### src/hw/rtl/smsd_pkg.sv
package smsd_pkg;

	localparam int MAX_SAMPLES = 1024;

	localparam int SMP_W   = 24;
	localparam int CNT_W   = $clog2(MAX_SAMPLES + 1);
	localparam int LOG_MAX = $clog2(MAX_SAMPLES);
	localparam int SUM_W   = SMP_W + LOG_MAX;
	localparam int SQ_W    = 2 * SMP_W + LOG_MAX;
	localparam int DIFF_W  = CNT_W + SQ_W;
	localparam int DVS_W   = 2 * CNT_W;
	localparam int REM_W   = DVS_W + 1;
	localparam int Q_W     = 48;
	localparam int AW      = DIFF_W + 1;
	localparam int STEP_W  = $clog2(Q_W);

	localparam logic [1:0] STAT_OK       = 2'd0;
	localparam logic [1:0] STAT_EMPTY    = 2'd1;
	localparam logic [1:0] STAT_SINGLE   = 2'd2;
	localparam logic [1:0] STAT_OVERFLOW = 2'd3;

	typedef struct packed {
		logic signed [23:0] sample;
		logic               last_sample;
	} in_t;

	typedef struct packed {
		logic signed [23:0] mean;
		logic [23:0]        std_deviation;
		logic [10:0]        accepted_count;
		logic [1:0]         status;
	} out_t;

endpackage

### src/hw/rtl/sample_mean_and_std_deviation.sv
// Mean and sample standard deviation of a run of signed Q12.12 samples.
// A sample is taken at a clock edge with start high and busy low. Samples
// below 1.0 in magnitude are dropped; past MAX_SAMPLES accepted samples the
// rest are dropped and the status reports overflow. A sample that is not
// marked last leaves busy low, so one beat per cycle while busy is low.
// The last beat starts a sequencer that drives one shared adder/subtractor
// one bit per cycle (restoring divides of 48 quotient bits, shift-add
// multiplies, a 24-step square root); it stops after its first step with no
// samples and after the mean divide with one sample. The
// result is on result for exactly one cycle with done high and cannot be
// held off; busy falls in that same cycle and the accumulators start over.
module sample_mean_and_std_deviation (
	input  logic          clk,
	input  logic          arst_n,
	input  logic          start,
	output logic          busy,
	input  smsd_pkg::in_t item,
	output logic          done,
	output smsd_pkg::out_t result
);
	import smsd_pkg::*;

	localparam logic [2:0] SM_IDLE = 3'd0;
	localparam logic [2:0] SM_ABS  = 3'd1;
	localparam logic [2:0] SM_MEAN = 3'd2;
	localparam logic [2:0] SM_DVS  = 3'd3;
	localparam logic [2:0] SM_SQ   = 3'd4;
	localparam logic [2:0] SM_SS   = 3'd5;
	localparam logic [2:0] SM_DIV  = 3'd6;
	localparam logic [2:0] SM_SQRT = 3'd7;

	logic [2:0]              state_q;
	logic                    done_q;
	logic signed [SUM_W-1:0] sum_q;
	logic [SQ_W-1:0]         sumsq_q;
	logic [CNT_W-1:0]        cnt_q;
	logic                    ovf_q;

	logic [STEP_W-1:0]       step_q;
	logic [SUM_W-1:0]        mag_q;
	logic                    neg_q;
	logic [DIFF_W-1:0]       acc_q;
	logic [DIFF_W-1:0]       md_q;
	logic [SUM_W-1:0]        mq_q;
	logic [REM_W-1:0]        rem_q;
	logic [DVS_W-1:0]        dvs_q;
	logic [Q_W-1:0]          num_q;
	logic [Q_W-1:0]          root_q;
	logic [Q_W-1:0]          bit_q;
	logic signed [23:0]      mean_q;
	out_t                    result_q;

	logic                    accept;
	logic                    missing;
	logic                    full;
	logic signed [47:0]      sq_full;

	logic [AW-1:0]           alu_a;
	logic [AW-1:0]           alu_b;
	logic                    alu_sub;
	logic [AW-1:0]           alu_y;
	logic                    take;

	logic [SUM_W-1:0]        abs_val;
	logic [DIFF_W-1:0]       acc_next;
	logic [REM_W-1:0]        rem_shift;
	logic [REM_W-1:0]        rem_next;
	logic [Q_W-1:0]          num_next;
	logic [Q_W-1:0]          root_next;
	logic                    last_step;
	logic                    emit;

	assign busy   = (state_q != SM_IDLE);
	assign accept = start && !busy;
	assign done   = done_q;
	assign result = result_q;

	assign missing = (item.sample[23:12] == '0) ||
		((item.sample[23:12] == '1) && (item.sample[11:0] != '0));
	assign full    = (cnt_q >= CNT_W'(MAX_SAMPLES));
	assign sq_full = item.sample * item.sample;

	assign rem_shift = {rem_q[REM_W-2:0], num_q[Q_W-1]};

	// shared adder/subtractor
	always_comb begin
		alu_a   = '0;
		alu_b   = '0;
		alu_sub = 1'b0;
		unique case (state_q)
			SM_ABS: begin
				alu_b   = AW'(sum_q);
				alu_sub = 1'b1;
			end
			SM_MEAN, SM_DIV: begin
				alu_a   = AW'(rem_shift);
				alu_b   = AW'(dvs_q);
				alu_sub = 1'b1;
			end
			SM_DVS, SM_SQ: begin
				alu_a = AW'(acc_q);
				alu_b = AW'(md_q);
			end
			SM_SS: begin
				alu_a   = AW'(acc_q);
				alu_b   = AW'(md_q);
				alu_sub = 1'b1;
			end
			SM_SQRT: begin
				alu_a   = AW'(num_q);
				alu_b   = AW'(root_q | bit_q);
				alu_sub = 1'b1;
			end
			default: begin
			end
		endcase
		alu_y = alu_a + (alu_sub ? ~alu_b : alu_b) + AW'(alu_sub);
	end

	assign take      = !alu_y[AW-1];
	assign abs_val   = sum_q[SUM_W-1] ? alu_y[SUM_W-1:0] : SUM_W'($unsigned(sum_q));
	assign acc_next  = mq_q[0] ? alu_y[DIFF_W-1:0] : acc_q;
	assign rem_next  = take ? alu_y[REM_W-1:0] : rem_shift;
	assign num_next  = {num_q[Q_W-2:0], take};
	assign root_next = take ? ((root_q >> 1) | bit_q) : (root_q >> 1);
	assign last_step = (step_q == '0);

	// result is formed this cycle
	always_comb begin
		unique case (state_q)
			SM_ABS:  emit = (cnt_q == '0);
			SM_MEAN: emit = last_step && (cnt_q == CNT_W'(1));
			SM_SQRT: emit = last_step;
			default: emit = 1'b0;
		endcase
	end

	always_ff @(posedge clk or negedge arst_n) begin
		if (!arst_n) begin
			state_q <= SM_IDLE;
			done_q  <= 1'b0;
			sum_q   <= '0;
			sumsq_q <= '0;
			cnt_q   <= '0;
			ovf_q   <= 1'b0;
		end else begin
			done_q <= emit;
			if (emit) begin
				sum_q   <= '0;
				sumsq_q <= '0;
				cnt_q   <= '0;
				ovf_q   <= 1'b0;
			end else if (accept && !missing) begin
				if (full) begin
					ovf_q <= 1'b1;
				end else begin
					sum_q   <= sum_q + SUM_W'(item.sample);
					sumsq_q <= sumsq_q + SQ_W'($unsigned(sq_full));
					cnt_q   <= cnt_q + CNT_W'(1);
				end
			end
			unique case (state_q)
				SM_IDLE: begin
					if (accept && item.last_sample) begin
						state_q <= SM_ABS;
					end
				end
				SM_ABS: begin
					state_q <= emit ? SM_IDLE : SM_MEAN;
				end
				SM_MEAN: begin
					if (last_step) begin
						state_q <= emit ? SM_IDLE : SM_DVS;
					end
				end
				SM_DVS: begin
					if (last_step) begin
						state_q <= SM_SQ;
					end
				end
				SM_SQ: begin
					if (last_step) begin
						state_q <= SM_SS;
					end
				end
				SM_SS: begin
					if (last_step) begin
						state_q <= SM_DIV;
					end
				end
				SM_DIV: begin
					if (last_step) begin
						state_q <= SM_SQRT;
					end
				end
				SM_SQRT: begin
					if (last_step) begin
						state_q <= SM_IDLE;
					end
				end
				default: state_q <= SM_IDLE;
			endcase
		end
	end

	// datapath
	always_ff @(posedge clk) begin
		step_q <= step_q - STEP_W'(1);
		unique case (state_q)
			SM_ABS: begin
				mag_q  <= abs_val;
				neg_q  <= sum_q[SUM_W-1];
				rem_q  <= '0;
				num_q  <= Q_W'(abs_val);
				dvs_q  <= DVS_W'(cnt_q);
				step_q <= STEP_W'(Q_W - 1);
			end
			SM_MEAN: begin
				rem_q <= rem_next;
				num_q <= num_next;
				if (last_step) begin
					mean_q <= neg_q ? -$signed(num_next[23:0]) : $signed(num_next[23:0]);
					acc_q  <= '0;
					md_q   <= DIFF_W'(cnt_q - CNT_W'(1));
					mq_q   <= SUM_W'(cnt_q);
					step_q <= STEP_W'(CNT_W - 1);
				end
			end
			SM_DVS: begin
				acc_q <= acc_next;
				md_q  <= md_q << 1;
				mq_q  <= mq_q >> 1;
				if (last_step) begin
					dvs_q  <= DVS_W'(acc_next);
					acc_q  <= '0;
					md_q   <= DIFF_W'(sumsq_q);
					mq_q   <= SUM_W'(cnt_q);
					step_q <= STEP_W'(CNT_W - 1);
				end
			end
			SM_SQ: begin
				acc_q <= acc_next;
				md_q  <= md_q << 1;
				mq_q  <= mq_q >> 1;
				if (last_step) begin
					md_q   <= DIFF_W'(mag_q);
					mq_q   <= mag_q;
					step_q <= STEP_W'(SUM_W - 1);
				end
			end
			SM_SS: begin
				acc_q <= acc_next;
				md_q  <= md_q << 1;
				mq_q  <= mq_q >> 1;
				if (last_step) begin
					rem_q  <= REM_W'(acc_next >> Q_W);
					num_q  <= acc_next[Q_W-1:0];
					step_q <= STEP_W'(Q_W - 1);
				end
			end
			SM_DIV: begin
				rem_q <= rem_next;
				num_q <= num_next;
				if (last_step) begin
					root_q <= '0;
					bit_q  <= Q_W'(1) << (Q_W - 2);
					step_q <= STEP_W'(Q_W / 2 - 1);
				end
			end
			SM_SQRT: begin
				if (take) begin
					num_q <= alu_y[Q_W-1:0];
				end
				root_q <= root_next;
				bit_q  <= bit_q >> 2;
			end
			default: begin
			end
		endcase

		if (emit) begin
			result_q.accepted_count <= 11'(cnt_q);
			unique case (state_q)
				SM_ABS: begin
					result_q.mean          <= '0;
					result_q.std_deviation <= '0;
					result_q.status        <= STAT_EMPTY;
				end
				SM_MEAN: begin
					result_q.mean          <= neg_q ? -$signed(num_next[23:0])
						: $signed(num_next[23:0]);
					result_q.std_deviation <= '0;
					result_q.status        <= STAT_SINGLE;
				end
				default: begin
					result_q.mean          <= mean_q;
					result_q.std_deviation <= (|root_next[Q_W-1:24]) ? '1 : root_next[23:0];
					result_q.status        <= ovf_q ? STAT_OVERFLOW : STAT_OK;
				end
			endcase
		end
	end

endmodule

### config.mk
export PLATFORM = sky130hd
export DESIGN_NAME = sample_mean_and_std_deviation
export DESIGN_NICKNAME = d
export VERILOG_FILES = /design/src/hw/rtl/smsd_pkg.sv /design/src/hw/rtl/sample_mean_and_std_deviation.sv
export SDC_FILE = /design/constraint.sdc
export NUM_CORES = 2
export LEC_CHECK = 0
export BUFFER_PORTS_ARGS = -buffer_cell sky130_fd_sc_hd__buf_4
export CAP_MARGIN = 25
export CORE_ASPECT_RATIO = 0.6
export CORE_MARGIN = 1
export CORE_UTILIZATION = 60
export CTS_BUF_LIST = sky130_fd_sc_hd__clkbuf_8
export DETAILED_ROUTE_END_ITERATION = 8
export PLACE_DENSITY = 0.83
export SLEW_MARGIN = 30
export SYNTH_ARGS = -nofsm -noshare
export SYNTH_HDL_FRONTEND = slang
export SYNTH_SLANG_ARGS = --single-unit
export TNS_END_PERCENT = 50
### constraint.sdc
create_clock -name clk -period 12.3 [get_ports clk]
set_input_delay 2.46 -clock clk [delete_from_list [all_inputs] [get_ports clk]]
set_output_delay 2.46 -clock clk [all_outputs]
set_load 0.01 [all_outputs]
==> impl_results.md <==
- Outcome: finished with violations
- Violated checks: DRC
- Port bufs: 90
- Area fraction in compound gates after synthesis: 17.1%
- GP Congestion: 1.04
- Number of antenna violations at the first check in global routing: 4
- R2R setup slack: 2.42 ns
- Final std cells w/o fill: 7146
- Critical Path Sink Type: flop
- HPWL Detailed: 134 mm
- Hold Path End: step_q[0]
- Setup skew after layout: 0.0544 ns
- Warnings, synthesis: 0
- Dpl cells: 6996
- Setup CP Type: in -> reg
- Synth Flop Type: edfxtp_1
- Vias in the first global route: 45700
- Layout cells sized above 1: 6.97%
- Buffers & Inverters on Critical Path: 8
- Part of the cycle the worst path needs: 94.5%
- Slew Limit Fails: 0
- Mapped Nets: 6811
- H-tree levels: 3
- CTS Root Cell: clkbuf_8
- Most common cell on crit path: fa_1
- DP Area: 57900 sq um
- Via-per-instance ratio: 6.59
- CP Max Fanout: 16
- CP required: 12.95 ns
- Initial core utilization: 60.8%
- Clock sink total: 569
- Cells after synthesis: 5921
- Min cycle time layout: 11.62 ns
- FILL cells: 7374
- Crit-path slowest cell: o21ai_1
- Wirelength per Cell: 24.7 microns
- CP delay by family, top: adder cells
- First-pass GRT wire length: 273 mm
- Final hold vios: 0
- Final wirelength: 177 mm
- TritonCTS clock tree: built
- Hold depth: 1
- Die Wd: 397 microns
- Layout Nets: 6739
- Commonest cells in the netlist: inv_1, fa_1, nand2_1
- Worst R2R End: rem_q[1]
- DRC viols: 26
- Synth Area in XOR/XNOR: 4.01%
- Hold Crit Start: step_q[0]
- Die area: 94800 sq um
- Vias: 47100
- Avg Cell Area, Syn: 9.48 sq um
- RSZ-0062 raised after global routing: false
- Synth Cell Area: 56100 sq um
- CTS hold repair buffers: 0
- Yosys cell types: 89
- Fin Setup TNS: 0 ns
- Total CTS buffers: 82
- Worst EP arrival: 12.27 ns
- CP Launch Type: primary input
- Synth-to-Final Area Change: 6.24%
- Largest net degree at the start of global routing: 90
- Final setup violation count: 0
- Core Area: 92200 sq um
- Final Cell Area: 59600 sq um
- Final setup margin: 0.680 ns
- Post CTS Setup Buffer Count: 0
- Hold Crit Class: reg -> reg
- Fmax: 86.1 MHz
- Worst r2r path cells: 20
- CTS clk-pin slew, worst paths: 0.07 ns
- Register area share after synthesis: 29.4%
- Slew headroom: 29.2%
- Main combinational cell family by area after synthesis: adder cells
- Post-Synth Simple-Gate Area: 12.7%
- Post-synthesis mux area share: 2.33%
- Ranking of synthesized cells by area: edfxtp_1, fa_1, ha_1
- Pre-CTS setup slack: -0.0852 ns
- Row count: 86
- Actual slew at the worst max-slew pin: 1.05 ns
- Routed Antenna Nets: 0
- Most numerous cell in the Yosys netlist: inv_1
- Biggest cell delay along the critical path: 0.58 ns
- Ys async rst share: 19.0%
- #FFs+latches synth: 569
- DR pass1 iterations: 9
- Max-cap violations: 0
- DR iter-0 viols: 7496
- Post-synth EDFFs: 455
- Io pins: 91
- Die Ht: 239 microns
- Post-cts gate resize count: 0
- RR Startpoint: state_q[0]
- Post-synth top area share: 24.4%
- Clk Latency, worst-skew pair: 0.77 ns
- Synth area leader: edfxtp_1
- GRT Total Usage: 37.7%
- Clock Tree Buf Depth: 3
- Congestion Overflow GR: 0
- Adder-cell share of the synthesized area: 26.8%
-- kinds of logic after synthesis --
family	count (synthesis)
DFF	569
and+or+nand+nor	1502
adders and majority gates	862
xor gates and xnor gates	257
muxes	127
buffers and inverters	1150
AOI/OAI and AO/OA	1454
-- worst reg2reg max path: cells and delay by family (launching register included) --
family / cells / cell delay, ns
simple gates: 5 / 2.73
compound gates: 8 / 2.67
buf+inv: 4 / 1.86
flops: 1 / 0.98
mux: 1 / 0.64
fa+ha+maj: 1 / 0.50
xor+xnor: 1 / 0.21
-- state kept, by name (all words and copies together), names as in the netlist --
name,count
neg_q,1
root_q,47
num_q,48
dvs_q,22
sum_q,34
done,1
sumsq_q,58
ovf_q,1
result,61
mq_q,34
step_q,6
cnt_q,11
acc_q,69
rem_q,22
state_q,3
mean_q,24
bit_q,24
mag_q,34
md_q,69
-- per-layer routing --
layer	track usage, %	routed length [microns]
met5	0	26
met4	9.31	4550
met3	14.8	29200
met2	50.2	69000
met1	56.9	73700
-- final cells by class --
cell class / count / area [sq um] / area share (%)
inverter: 807 / 3030 / 5.08
clock buffer: 85 / 1170 / 1.96
tap: 1232 / 1540 / 2.59
timing repair buffer: 187 / 1420 / 2.39
multi-input combinational: 4202 / 35500 / 59.6
clock inverter: 63 / 443 / 0.743
antenna: 1 / 2.50 / 0.00420
sequential: 569 / 16500 / 27.7
-- cells in the final DEF (no fill, tap or decap), types with 36 or more instances in the layout --
| master | n |
|---|---|
| a21o_1 | 106 |
| ha_1 | 299 |
| a31oi_1 | 37 |
| dfrtp_1 | 104 |
| nor2b_1 | 50 |
| nor3_1 | 63 |
| and2_1 | 117 |
| o21a_1 | 37 |
| a21oi_1 | 381 |
| o211ai_1 | 45 |
| and3_1 | 70 |
| edfxtp_1 | 455 |
| nand2b_1 | 50 |
| nor2_1 | 328 |
| nand4_1 | 54 |
| a211oi_1 | 36 |
| nand3_1 | 120 |
| a22o_1 | 127 |
| mux2i_1 | 98 |
| xnor2_1 | 190 |
| buf_4 | 183 |
| xor2_1 | 67 |
| o22ai_1 | 50 |
| o21ai_0 | 305 |
| fa_1 | 563 |
| nand2_1 | 509 |
| clkbuf_8 | 85 |
| inv_1 | 825 |
-- per-stage QoR --
step / hold slack (ns) / util, %
finish: 0.511 / 64.6
floorplan: 0.423 / -
global route: 0.541 / 64.6
global placement: 0.483 / 62.8
detailed placement: 0.500 / 62.8
CTS: 0.510 / 64.6
-- how the worst max path moves through the flow --
| stage | from | end | cells past startpoint | slack (ns) |
|---|---|---|---|---|
| after floorplan | item[15] | sumsq_q[53] | 34 | 0.90 |
| after global placement | item[7] | sumsq_q[56] | 35 | 0.16 |
| after detailed placement | item[2] | sumsq_q[56] | 36 | -0.09 |
| after CTS | item[2] | sumsq_q[56] | 36 | 0.62 |
| after global routing | item[7] | sumsq_q[56] | 35 | 0.1 |
| final | item[2] | sumsq_q[56] | 36 | 0.68 |
Power is not shown: default switching activity piles up to over one toggle a cycle in this logic, so the estimate is an artifact.
